[config.mk]
export PLATFORM = sky130hd
export DESIGN_NAME = positional_ordered_list
export DESIGN_NICKNAME = d
export VERILOG_FILES = /design/src/hw/rtl/pol_pkg.sv /design/src/hw/rtl/pol_core.sv /design/src/hw/rtl/positional_ordered_list.sv
export VERILOG_INCLUDE_DIRS = /design/src /design/src/hw/rtl
export SDC_FILE = /design/constraint.sdc
export NUM_CORES = 2
export LEC_CHECK = 0
export ABC_AREA = 1
export BUFFER_PORTS_ARGS = -buffer_cell sky130_fd_sc_hd__buf_4
export CORE_MARGIN = 2
export CORE_UTILIZATION = 35
export CTS_BUF_LIST = sky130_fd_sc_hd__clkbuf_4
export CTS_CLUSTER_DIAMETER = 100
export DETAILED_ROUTE_END_ITERATION = 10
export PLACE_DENSITY = 0.54
export REMOVE_ABC_BUFFERS = 1
export SLEW_MARGIN = 40
export SYNTH_ARGS = -nofsm -noshare
export SYNTH_HDL_FRONTEND = slang
export SYNTH_HIERARCHICAL = 1
export SYNTH_SLANG_ARGS = --single-unit
[constraint.sdc]
create_clock -name clock -period 8.8 [get_ports clock]
set_input_delay 0.88 -clock clock [delete_from_list [all_inputs] [get_ports clock]]
set_output_delay 0.88 -clock clock [all_outputs]
set_load 0.005 [all_outputs]
[src/hw/rtl/positional_ordered_list_macros.svh]
// assertion macros for the positional ordered list
// used by the top level only; needs no package
`ifndef POSITIONAL_ORDERED_LIST_MACROS_SVH
`define POSITIONAL_ORDERED_LIST_MACROS_SVH

// same-cycle implication, checked on every rising edge outside reset
`define POL_ASSERT_NOW(label, clk, rst, cond, conseq, msg) \
   label: assert property (@(posedge clk) disable iff (rst) (cond) |-> (conseq)) \
      else $error(msg);

// next-cycle implication, checked on every rising edge outside reset
`define POL_ASSERT_NEXT(label, clk, rst, cond, conseq, msg) \
   label: assert property (@(posedge clk) disable iff (rst) (cond) |=> (conseq)) \
      else $error(msg);

`endif

[src/hw/rtl/pol_pkg.sv]
// shared types and constants for the positional ordered list
// no dependencies; used by pol_core and positional_ordered_list
`default_nettype none

package pol_pkg;

   localparam int DATA_W = 32;
   localparam int POS_W  = 6;
   localparam int LEN_W  = 7;

   typedef enum logic [1:0] {
      ACT_APPEND = 2'd0,
      ACT_INSERT = 2'd1,
      ACT_DELETE = 2'd2,
      ACT_DUMP   = 2'd3
   } action_type;

   typedef enum logic [1:0] {
      STATUS_OK    = 2'd0,
      STATUS_FULL  = 2'd1,
      STATUS_RANGE = 2'd2,
      STATUS_EMPTY = 2'd3
   } status_type;

   typedef enum logic [6:0] {
      ST_IDLE      = 7'b0000001,
      ST_SHIFT     = 7'b0000010,
      ST_PLACE     = 7'b0000100,
      ST_ACK       = 7'b0001000,
      ST_DUMP_RD   = 7'b0010000,
      ST_DUMP_DATA = 7'b0100000,
      ST_SPARE     = 7'b1000000
   } state_type;

   typedef struct packed {
      logic signed [DATA_W-1:0] element;
      logic                     is_element;
      logic [LEN_W-1:0]         list_length;
      status_type               status;
      logic                     last;
   } result_type;

endpackage

`default_nettype wire

[src/hw/rtl/pol_core.sv]
// list sequencer: element memory, count and the shift/dump state machine
// depends on pol_pkg
`default_nettype none

module pol_core #(
   parameter int DEPTH = 64
) (
   input  wire logic                                clock,
   input  wire logic                                reset,
   input  wire logic                                req_valid,
   output logic                                     req_ready,
   input  wire pol_pkg::action_type                 req_action,
   input  wire logic signed [pol_pkg::DATA_W-1:0]   req_value,
   input  wire logic [pol_pkg::POS_W-1:0]           req_position,
   output logic                                     res_valid,
   input  wire logic                                res_ready,
   output pol_pkg::result_type                      res
);

   localparam int AW = (DEPTH > 1) ? $clog2(DEPTH) : 1;
   localparam int CW = $clog2(DEPTH + 1);

   // element storage, one write and one registered read per cycle
   logic [pol_pkg::DATA_W-1:0] mem_ff [DEPTH];
   logic [pol_pkg::DATA_W-1:0] rd_data_ff;
   logic [AW-1:0]              rd_addr;
   logic                       wr_en;
   logic [AW-1:0]              wr_addr;
   logic [pol_pkg::DATA_W-1:0] wr_data;

   pol_pkg::state_type  state_ff, state_in;
   pol_pkg::status_type status_ff, status_in;
   logic [CW-1:0]       count_ff, count_in;
   logic [CW-1:0]       mv_left_ff, mv_left_in;
   logic [AW-1:0]       rd_ptr_ff, rd_ptr_in;
   logic [AW-1:0]       idx_ff, idx_in;
   logic [AW-1:0]       pos_ff, pos_in;
   logic [AW-1:0]       prev_waddr_ff, prev_waddr_in;
   logic                prev_valid_ff, prev_valid_in;
   logic                is_ins_ff, is_ins_in;
   logic [pol_pkg::DATA_W-1:0] value_ff, value_in;

   logic [pol_pkg::LEN_W-1:0] count_ext;
   logic [pol_pkg::LEN_W-1:0] pos_ext;
   logic [CW-1:0]             idx_next;
   logic                      is_full;
   logic                      is_empty;

   assign count_ext = pol_pkg::LEN_W'(count_ff);
   assign pos_ext   = pol_pkg::LEN_W'(req_position);
   assign idx_next  = CW'(idx_ff) + CW'(1);
   assign is_full   = (count_ff == CW'(DEPTH));
   assign is_empty  = (count_ff == '0);
   assign req_ready = (state_ff == pol_pkg::ST_IDLE);

   // memory ports
   always_ff @(posedge clock) begin
      if (wr_en) begin
         mem_ff[wr_addr] <= wr_data;
      end
      rd_data_ff <= mem_ff[rd_addr];
   end

   // sequencer
   always_comb begin
      state_in      = state_ff;
      status_in     = status_ff;
      count_in      = count_ff;
      mv_left_in    = mv_left_ff;
      rd_ptr_in     = rd_ptr_ff;
      idx_in        = idx_ff;
      pos_in        = pos_ff;
      prev_waddr_in = prev_waddr_ff;
      prev_valid_in = 1'b0;
      is_ins_in     = is_ins_ff;
      value_in      = value_ff;
      rd_addr       = rd_ptr_ff;
      wr_en         = 1'b0;
      wr_addr       = prev_waddr_ff;
      wr_data       = rd_data_ff;
      res_valid     = 1'b0;
      res.element     = '0;
      res.is_element  = 1'b0;
      res.list_length = count_ext;
      res.status      = status_ff;
      res.last        = 1'b1;

      case (state_ff)
         pol_pkg::ST_IDLE: begin
            if (req_valid) begin
               value_in  = req_value;
               pos_in    = req_position[AW-1:0];
               status_in = pol_pkg::STATUS_OK;
               state_in  = pol_pkg::ST_ACK;
               case (req_action)
                  pol_pkg::ACT_APPEND: begin
                     if (is_full) begin
                        status_in = pol_pkg::STATUS_FULL;
                     end else begin
                        wr_en    = 1'b1;
                        wr_addr  = count_ff[AW-1:0];
                        wr_data  = req_value;
                        count_in = count_ff + CW'(1);
                     end
                  end
                  pol_pkg::ACT_INSERT: begin
                     if (is_full) begin
                        status_in = pol_pkg::STATUS_FULL;
                     end else if (pos_ext > count_ext) begin
                        status_in = pol_pkg::STATUS_RANGE;
                     end else begin
                        // move count-position entries up, from the top down
                        is_ins_in  = 1'b1;
                        mv_left_in = CW'(count_ext - pos_ext);
                        rd_ptr_in  = AW'(count_ff - CW'(1));
                        state_in   = pol_pkg::ST_SHIFT;
                     end
                  end
                  pol_pkg::ACT_DELETE: begin
                     if (is_empty) begin
                        status_in = pol_pkg::STATUS_EMPTY;
                     end else if (pos_ext >= count_ext) begin
                        status_in = pol_pkg::STATUS_RANGE;
                     end else begin
                        // move entries above position down by one
                        is_ins_in  = 1'b0;
                        mv_left_in = CW'(count_ext - pos_ext - pol_pkg::LEN_W'(1));
                        rd_ptr_in  = AW'(pos_ext + pol_pkg::LEN_W'(1));
                        state_in   = pol_pkg::ST_SHIFT;
                     end
                  end
                  pol_pkg::ACT_DUMP: begin
                     if (is_empty) begin
                        status_in = pol_pkg::STATUS_EMPTY;
                     end else begin
                        idx_in   = '0;
                        state_in = pol_pkg::ST_DUMP_RD;
                     end
                  end
                  default: begin
                     state_in = pol_pkg::ST_ACK;
                  end
               endcase
            end
         end

         pol_pkg::ST_SHIFT: begin
            // write back the entry read in the previous cycle
            if (prev_valid_ff) begin
               wr_en = 1'b1;
            end
            if (mv_left_ff != '0) begin
               rd_addr       = rd_ptr_ff;
               prev_valid_in = 1'b1;
               prev_waddr_in = is_ins_ff ? rd_ptr_ff + AW'(1) : rd_ptr_ff - AW'(1);
               rd_ptr_in     = is_ins_ff ? rd_ptr_ff - AW'(1) : rd_ptr_ff + AW'(1);
               mv_left_in    = mv_left_ff - CW'(1);
            end else begin
               state_in = pol_pkg::ST_PLACE;
            end
         end

         pol_pkg::ST_PLACE: begin
            if (is_ins_ff) begin
               wr_en    = 1'b1;
               wr_addr  = pos_ff;
               wr_data  = value_ff;
               count_in = count_ff + CW'(1);
            end else begin
               count_in = count_ff - CW'(1);
            end
            state_in = pol_pkg::ST_ACK;
         end

         pol_pkg::ST_ACK: begin
            if (res_ready) begin
               res_valid = 1'b1;
               state_in  = pol_pkg::ST_IDLE;
            end
         end

         pol_pkg::ST_DUMP_RD: begin
            // issue a read only when the result register can take the beat
            if (res_ready) begin
               rd_addr  = idx_ff;
               state_in = pol_pkg::ST_DUMP_DATA;
            end
         end

         pol_pkg::ST_DUMP_DATA: begin
            res_valid      = 1'b1;
            res.element    = rd_data_ff;
            res.is_element = 1'b1;
            res.status     = pol_pkg::STATUS_OK;
            res.last       = (idx_next == count_ff);
            idx_in         = AW'(idx_next);
            state_in       = (idx_next == count_ff) ? pol_pkg::ST_IDLE
                                                    : pol_pkg::ST_DUMP_RD;
         end

         default: begin
            state_in = pol_pkg::ST_IDLE;
         end
      endcase
   end

   // control registers
   always_ff @(posedge clock) begin
      if (reset) begin
         state_ff      <= pol_pkg::ST_IDLE;
         count_ff      <= '0;
         prev_valid_ff <= 1'b0;
      end else begin
         state_ff      <= state_in;
         count_ff      <= count_in;
         prev_valid_ff <= prev_valid_in;
      end
   end

   // working registers
   always_ff @(posedge clock) begin
      status_ff     <= status_in;
      mv_left_ff    <= mv_left_in;
      rd_ptr_ff     <= rd_ptr_in;
      idx_ff        <= idx_in;
      pos_ff        <= pos_in;
      prev_waddr_ff <= prev_waddr_in;
      is_ins_ff     <= is_ins_in;
      value_ff      <= value_in;
   end

endmodule

`default_nettype wire

[src/hw/rtl/positional_ordered_list.sv]
// Positional ordered list: up to DEPTH signed 32-bit values in list order.
// Request beats (req_) carry an action in req_tuser: append, insert at a
// position, delete at a position, or dump. Append, insert and delete give one
// response beat with the new length and a status; dump gives one beat per
// stored element in order, tlast on the final one, or a single beat with
// status empty when the list holds nothing.
// Sequencing: append and every rejected action go from acceptance through
// the acknowledge state to the response register; insert and delete first
// step through the shift state for every moved element and then the place
// state, since every moved element passes once through the single read
// and single write port of the element memory; dump reads each element
// from memory and then loads it into the response register. A new request
// is taken once the previous one has its last beat in the response
// register.
// Reset clears the length to zero; memory contents are not cleared, since
// only entries below the length are ever read, so no clearing pass is run.
// When the receiver holds rsp_tready low, the response register holds its
// beat and the sequencer waits; nothing is dropped.
// depends on pol_pkg, pol_core and positional_ordered_list_macros.svh
`default_nettype none

`include "positional_ordered_list_macros.svh"

module positional_ordered_list #(
   parameter int DEPTH = 64
) (
   input  wire logic        clock,
   input  wire logic        reset,
   input  wire logic        req_tvalid,
   output logic             req_tready,
   input  wire logic [39:0] req_tdata,  // value [31:0], position [37:32], zero pad
   input  wire logic [1:0]  req_tuser,  // action [1:0]
   output logic             rsp_tvalid,
   input  wire logic        rsp_tready,
   output logic [47:0]      rsp_tdata,  // element [31:0], list_length [38:32],
                                        // status [40:39], zero pad
   output logic             rsp_tuser,  // is_element [0]
   output logic             rsp_tlast
);

   logic                       core_res_valid;
   logic                       core_res_ready;
   pol_pkg::result_type        core_res;
   logic signed [pol_pkg::DATA_W-1:0] req_value;
   logic [pol_pkg::POS_W-1:0]  req_position;
   pol_pkg::action_type        req_action;

   logic                out_valid_ff, out_valid_in;
   pol_pkg::result_type out_data_ff;

   // unpack the request beat
   assign req_value    = signed'(req_tdata[31:0]);
   assign req_position = req_tdata[37:32];
   assign req_action   = pol_pkg::action_type'(req_tuser);

   pol_core #(
      .DEPTH (DEPTH)
   ) u_core (
      .clock        (clock),
      .reset        (reset),
      .req_valid    (req_tvalid),
      .req_ready    (req_tready),
      .req_action   (req_action),
      .req_value    (req_value),
      .req_position (req_position),
      .res_valid    (core_res_valid),
      .res_ready    (core_res_ready),
      .res          (core_res)
   );

   // response register: free when empty or being drained this cycle
   assign core_res_ready = !out_valid_ff || rsp_tready;

   always_comb begin
      if (core_res_valid) begin
         out_valid_in = 1'b1;
      end else if (rsp_tready) begin
         out_valid_in = 1'b0;
      end else begin
         out_valid_in = out_valid_ff;
      end
   end

   always_ff @(posedge clock) begin
      if (reset) begin
         out_valid_ff <= 1'b0;
      end else begin
         out_valid_ff <= out_valid_in;
      end
   end

   always_ff @(posedge clock) begin
      if (core_res_valid) begin
         out_data_ff <= core_res;
      end
   end

   // pack the response beat
   assign rsp_tvalid = out_valid_ff;
   assign rsp_tdata  = {7'd0, out_data_ff.status, out_data_ff.list_length,
                        out_data_ff.element};
   assign rsp_tuser  = out_data_ff.is_element;
   assign rsp_tlast  = out_data_ff.last;

   // checks
   `POL_ASSERT_NOW(a_res_fits, clock, reset, core_res_valid,
                   !out_valid_ff || rsp_tready, "result produced while output busy")
   `POL_ASSERT_NEXT(a_busy_after_req, clock, reset, req_tvalid && req_tready,
                    !req_tready, "request accepted while a request was in flight")
   `POL_ASSERT_NOW(a_len_bound, clock, reset, rsp_tvalid,
                   rsp_tdata[38:32] <= pol_pkg::LEN_W'(DEPTH), "length above depth")
   `POL_ASSERT_NOW(a_elem_ok, clock, reset, rsp_tvalid && rsp_tuser,
                   rsp_tdata[40:39] == pol_pkg::STATUS_OK, "dumped element with bad status")

endmodule

`default_nettype wire
After elaboration in Yosys (flattened, before gate mapping). Memories as Yosys holds them, arrays and structs flattened. A register that Yosys moved wholly into a read port is not among the register bits. Index checks and enable logic that the tools add are counted.

Memories kept: 1. RAM bits: 2048. Register bits after elaboration: 125. Output and inout bits: 52. Bits of input ports: 46. Logic and storage cells: 154.

Memories: u_core.mem_ff (depth 64, bits a word 32, read ports 1, clocked after Yosys merged registers in 1, write ports 1, RTL line pol_core.sv:24) `logic [pol_pkg::DATA_W-1:0] mem_ff [DEPTH];`.

Reduce and logical (&&, ||, !) cells: 18. Mux-type cells: 77. Equal/unequal tests: 29. Add/sub/neg operators: 9. Bitwise logic cells: 1. $lt $le $gt $ge: 2.

Operators by type and width (number): 2-to-1 mux 32 bit (4); 2-to-1 mux 7 bit (16); 2-to-1 mux 6 bit (17); case mux 32 bit (2 select lines) (1); case mux 6 bit (2 select lines) (4); case mux 7 bit (2 select lines) (3); case mux 7 bit (6 select lines) (1); case mux 7 bit (3 select lines) (1); subtractor 7 x 1 -> 7 bit, second input constant (3); inequality test 2 bit, second input constant (10); 2-to-1 mux 1 bit (17); adder 6 x 1 -> 6 bit, second input constant (2); inequality test 3 bit, second input constant (4); AND reduction 4 bit (3); 2-to-1 mux 2 bit (5); 2-to-1 mux 5 bit (2); nonzero test 2 bit (5); 2-to-1 mux 4 bit (2); case mux 2 bit (4 select lines) (1); AND reduction 8 bit (1); adder 6 x 1 -> 7 bit, second input constant (1); adder 7 x 1 -> 7 bit, second input constant (1); equality test 7 x 1 -> 1 bit, second input constant (1); equality test 7 x 2 -> 1 bit, second input constant (1); other kinds (25) (30).

Logic depth before layout (Yosys ltp).
Word-level depth: 7. Depth in mapped cells: 16. Depth with buffers taken out: 16.

Modules after synthesis. Netlist, hierarchy kept.

Modules (own cells, without submodules): pol_core (seq. area each 64401.8 µm², cells each 9360, area an instance 95426.5 µm², instances 1); positional_ordered_list (seq. area each 1311.3 µm², cells each 56, area an instance 1390.1 µm², instances 1).

Worst setup path before layout. OpenSTA, ideal clock, no wires.

Path kind: input port to flip-flop. From: in rsp_tready. To: reg out_valid_ff, in the netlist rsp_tvalid. Data arrival time: 4.681 ns. Path slack: 4.045 ns. Stages: 6. Path through: inv_1 nand2_2 inv_2 o21ai_0 inv_1 a21oi_2.

Cells in the longest elaborated chain, start to end: 4. Elaborated cells between the ends (all ways): 5.

Ends and longest elaborated chain: start: declaration (RTL line positional_ordered_list.sv:34) `input wire logic rsp_tready,`; logical OR 1 bit (*) (RTL line positional_ordered_list.sv:72) `assign core_res_ready = !out_valid_ff || rsp_tready;`; net core_res_ready (RTL line positional_ordered_list.sv:42) `logic core_res_ready;`; 2-to-1 mux 1 bit (*) (RTL line pol_core.sv:176) `if (res_ready) begin`; case mux 1 bit (2 select lines) (*) (RTL line pol_core.sv:88) `case (state_ff)`; net core_res_valid (RTL line positional_ordered_list.sv:41) `logic core_res_valid;`; 2-to-1 mux 1 bit or nonzero test 2 bit (tied branches); end signal: assignment (RTL line positional_ordered_list.sv:88) `out_valid_ff <= out_valid_in;`; end: declaration (RTL line positional_ordered_list.sv:48) `logic out_valid_ff, out_valid_in;`.

The timed path passes the listed nets; every way through them passes the cells marked *. A chain may end at the register's enable or synchronous reset.

Worst setup path in the final report.
From: reg u_core.is_ins_ff. To: mem u_core/mem_ff[57][1] in the netlist's numbering, enable pin.

Cells in the longest elaborated chain, start to end: 4. Elaborated cells between the ends (all ways): 6.

Ends and longest elaborated chain: start: declaration (RTL line pol_core.sv:40) `logic is_ins_ff, is_ins_in;`; start signal: assignment (RTL line pol_core.sv:228) `is_ins_ff <= is_ins_in;`; 2-to-1 mux 1 bit (RTL line pol_core.sv:164) `if (is_ins_ff) begin`; case mux 1 bit (3 select lines) (RTL line pol_core.sv:88); 2-to-1 mux 1 bit (RTL line pol_core.sv:58) `if (wr_en) begin`; 2-to-1 mux 1 bit (implied by the code) (RTL line pol_core.sv:59) `mem_ff[wr_addr] <= wr_data;`; end: declaration (RTL line pol_core.sv:24).

Parallel ways exist; a longest one is shown, timed or not.

==> flow_summary.json <==
{
  "critPathBufInv": 6,
  "crit_family": "simple AND/OR/NAND/NOR gates",
  "io_buffers": 88,
  "h-tree-depth": 6,
  "clk_pin_slew_worst_paths_ps": 70,
  "final_util_pct": 40.0,
  "critical_path_required_ps": 9800,
  "slowest_stage": "nor2_4",
  "grt_start_max_net_pins": 181,
  "status": "completed",
  "dp_hpwl_um": 145000,
  "coreArea_um2": 276000,
  "vias": 68302,
  "firstDrtPassIters": 8,
  "drt-initial-drc-count": 6978,
  "setup_slack_ps": 3480,
  "post_cts_buffers": 0,
  "cts_root_buf": "clkbuf_4",
  "maxSlewHeadroom_pct": 35.3,
  "drc": 0,
  "wl_per_cell_um": 21.0,
  "cap_violations": 0,
  "grt_pass1_vias": 64909,
  "synthToLayoutAreaGrowth_pct": 13.9,
  "syn_inst": 9416,
  "post-route-period-util_pct": 60.5,
  "yosys.cell_types.count": 46,
  "dieArea_um2": 281000,
  "grtUsageTotal_pct": 20.5,
  "hold_class": "in -> reg",
  "ir_drop_uv": 138,
  "cts-buffers-inserted": 610,
  "yosys.area.top_type_share_pct": 66.9,
  "grt_pass1_wl_um": 425000,
  "yosys_most_used_dff": "edfxtp_1",
  "cpPeakStageDelay_ps": 820,
  "cts.sinks": 2204,
  "power_uw": 21600,
  "syn_area_um2": 96800,
  "synth_area_leaders": "edfxtp_1, nand3_1, nand2_1",
  "antenna_found_initial": 15,
  "worst_setup_path_start_kind": "flop",
  "cts_buffer_depth": 4,
  "fmax_mhz": 188,
  "hold_viol": 0,
  "start_util_pct": 35.1,
  "critPathCaptureType": "flop",
  "yosysWarnings": 6,
  "skew_ps": 65.3,
  "crit_fanout": 25,
  "setup_viol": 0,
  "post_cts_resized": 0,
  "synth_seq_cells": 2204,
  "pwr_density_cell_nw_per_um2": 196,
  "tritoncts": "done",
  "clk-insertion-delay-late_ps": 1420,
  "grt_overflow_total": 0,
  "ant_nets": 0,
  "arrival_ps": 6320,
  "drt-vias-per-instance": 4.89,
  "worstPathCellList": "inv_1 > nor2_4 > buf_4 > inv_2 > o22ai_1 > inv_1 > nand2_1 > nand2_1 > inv_1 > nand2_1 > nor2_4 > buf_4",
  "post-place-ws_ps": 3590,
  "die_h_um": 530,
  "avgSynthCellArea_um2": 10.3,
  "post-route-min-period_ps": 5320,
  "placementRows": 193,
  "routed_wl_um": 293000,
  "drive_gt1_share_pct": 13.2,
  "async_reset_ff_share_pct": 0,
  "gp_congestion": 0.823,
  "maxSlewViolCount": 0,
  "ios": 98,
  "fp.dieW_um": 530,
  "path_class": "reg -> reg",
  "rsz0062_at_grt": "no",
  "synth_top_cell_by_area": "edfxtp_1",
  "worst_pin_slew_ps": 970,
  "nNetsFinal": 9911,
  "synth_edf_count": 2157,
  "ys_seq_area_share_pct": 67.9,
  "p_leak_uw": 0.0468
}
## metal layers
| layer | global-route usage (%) | vias to the layer above | wire [µm] |
|---|---|---|---|
| li1 | - | 31880 | - |
| met1 | 27.4 | 32973 | 123000 |
| met2 | 32.9 | 2945 | 136000 |
| met3 | 3.86 | 496 | 24500 |
| met4 | 7.92 | 8 | 9420 |
| met5 | 0 | - | 53 |
## synth_stat cells, drive strengths merged (13+ instances only)
cell and count:
nand3 2168, nand2 2166, edfxtp 2157, inv 2031
buf 336, nor2 160, clkbuf 155, dfxtp 47
o211ai 37, o21ai 37, xor2 25, a21oi 24
ha 15, nor3 13
## final timing paths
kind | from | to | slack (ps) | depth (start not counted)
setup / recovery | u_core/is_ins_ff$_DFFE_PP_ | u_core/mem_ff[57][1]$_DFFE_PP_ | 3480 | 12
hold / removal | req_tdata[27] | u_core/value_ff[27]$_DFFE_PP_ | 210 | 2
setup reg to reg | u_core/is_ins_ff$_DFFE_PP_ | u_core/mem_ff[57][1]$_DFFE_PP_ | 3480 | 12
hold reg to reg | u_core/rd_data_ff[13]$_DFF_P_ | rsp_tdata[13]$_DFFE_PP_ | 540 | 2
## cell usage in the layout, fill, tap and decap left out, types with 2 or more instances in the layout
master,count
o22ai_1,7
buf_4,218
xnor2_1,9
bufinv_16,5
nand2_8,2
clkbuf_4,932
clkinv_2,16
nor2_2,8
ha_1,15
o211ai_1,37
diode_2,11
nand4_1,11
inv_1,2020
xor2_1,25
nand3_2,4
o21ai_4,4
a21oi_1,20
dfxtp_1,47
nand2_2,16
nand3b_1,2
conb_1,7
nor2_1,79
buf_6,7
nor2_8,2
inv_2,16
buf_12,23
dlygate4sd3_1,47
clkinv_1,67
o21ai_0,33
a21oi_2,3
nand2_4,4
edfxtp_1,2157
nand3_1,2164
nor2_4,71
nand2_1,2144
buf_16,10
nor3_1,12
## kinds of logic after synthesis
logic type	synth area share (%)
AO/OA/AOI/OAI	0.747
AND/OR/NAND/NOR	20.6
flip-flops	67.9
buffers and inverters	10.3
multiplexers	0.0103
adder cells (fa/ha/maj)	0.215
XOR/XNOR	0.308
other	0.00387
## where the power goes
part	internal [µW]	switching, µW
Clock	4920	4210
Combinational	172	601
Sequential	11700	23.2
## worst reg2reg max path: cells and delay by family, from the launching register on
family | cells | cell delay, ps
AND/OR/NAND/NOR | 5 | 2260
AO/OA/AOI/OAI | 1 | 230
buffers and inverters | 6 | 1690
flip-flops | 1 | 660
## state kept, by name, indices dropped and copies added, names as in the netlist
| name | count |
|---|---|
| u_core/prev_valid_ff | 1 |
| rsp_tuser | 1 |
| u_core/mv_left_ff | 7 |
| u_core/status_ff | 2 |
| u_core/mem_ff | 2048 |
| u_core/rd_data_ff | 32 |
| u_core/is_ins_ff | 1 |
| u_core/prev_waddr_ff | 6 |
| rsp_tdata | 41 |
| u_core/state_ff | 6 |
| u_core/count_ext | 7 |
| u_core/idx_ff | 6 |
| rsp_tlast | 1 |
| u_core/pos_ff | 6 |
| u_core/rd_ptr_ff | 6 |
| rsp_tvalid | 1 |
| u_core/value_ff | 32 |
## repair_timing
item                                    in CTS  in global routing
endpoints found under the setup margin       0                  0
hold endpoints to repair                    86                  0
hold buffers                                47                  0
## through the flow
step	cell area [µm²]	setup TNS, ps	std cells	hold WS [ps]
6_report	110000	0	13981	211
5_1_grt	110000	0	13974	105
4_1_cts	110000	0	13965	32.3
3_5_place_dp	102000	0	12890	527
3_3_place_gp	102000	0	12883	522
2_1_floorplan	94500	-417730	8931	480
## area by class of cell
class                      count  area [µm²]
fill                       26675      166000
sequential                  2204       65700
multi-input combinational   4695       21800
inverter                    2032        7640
clock buffer                 932        7000
tap                         3705        4640
timing repair buffer         306        2940
clock inverter                96         514
antenna                       11        27.5
(Power assumes the default switching activity.)
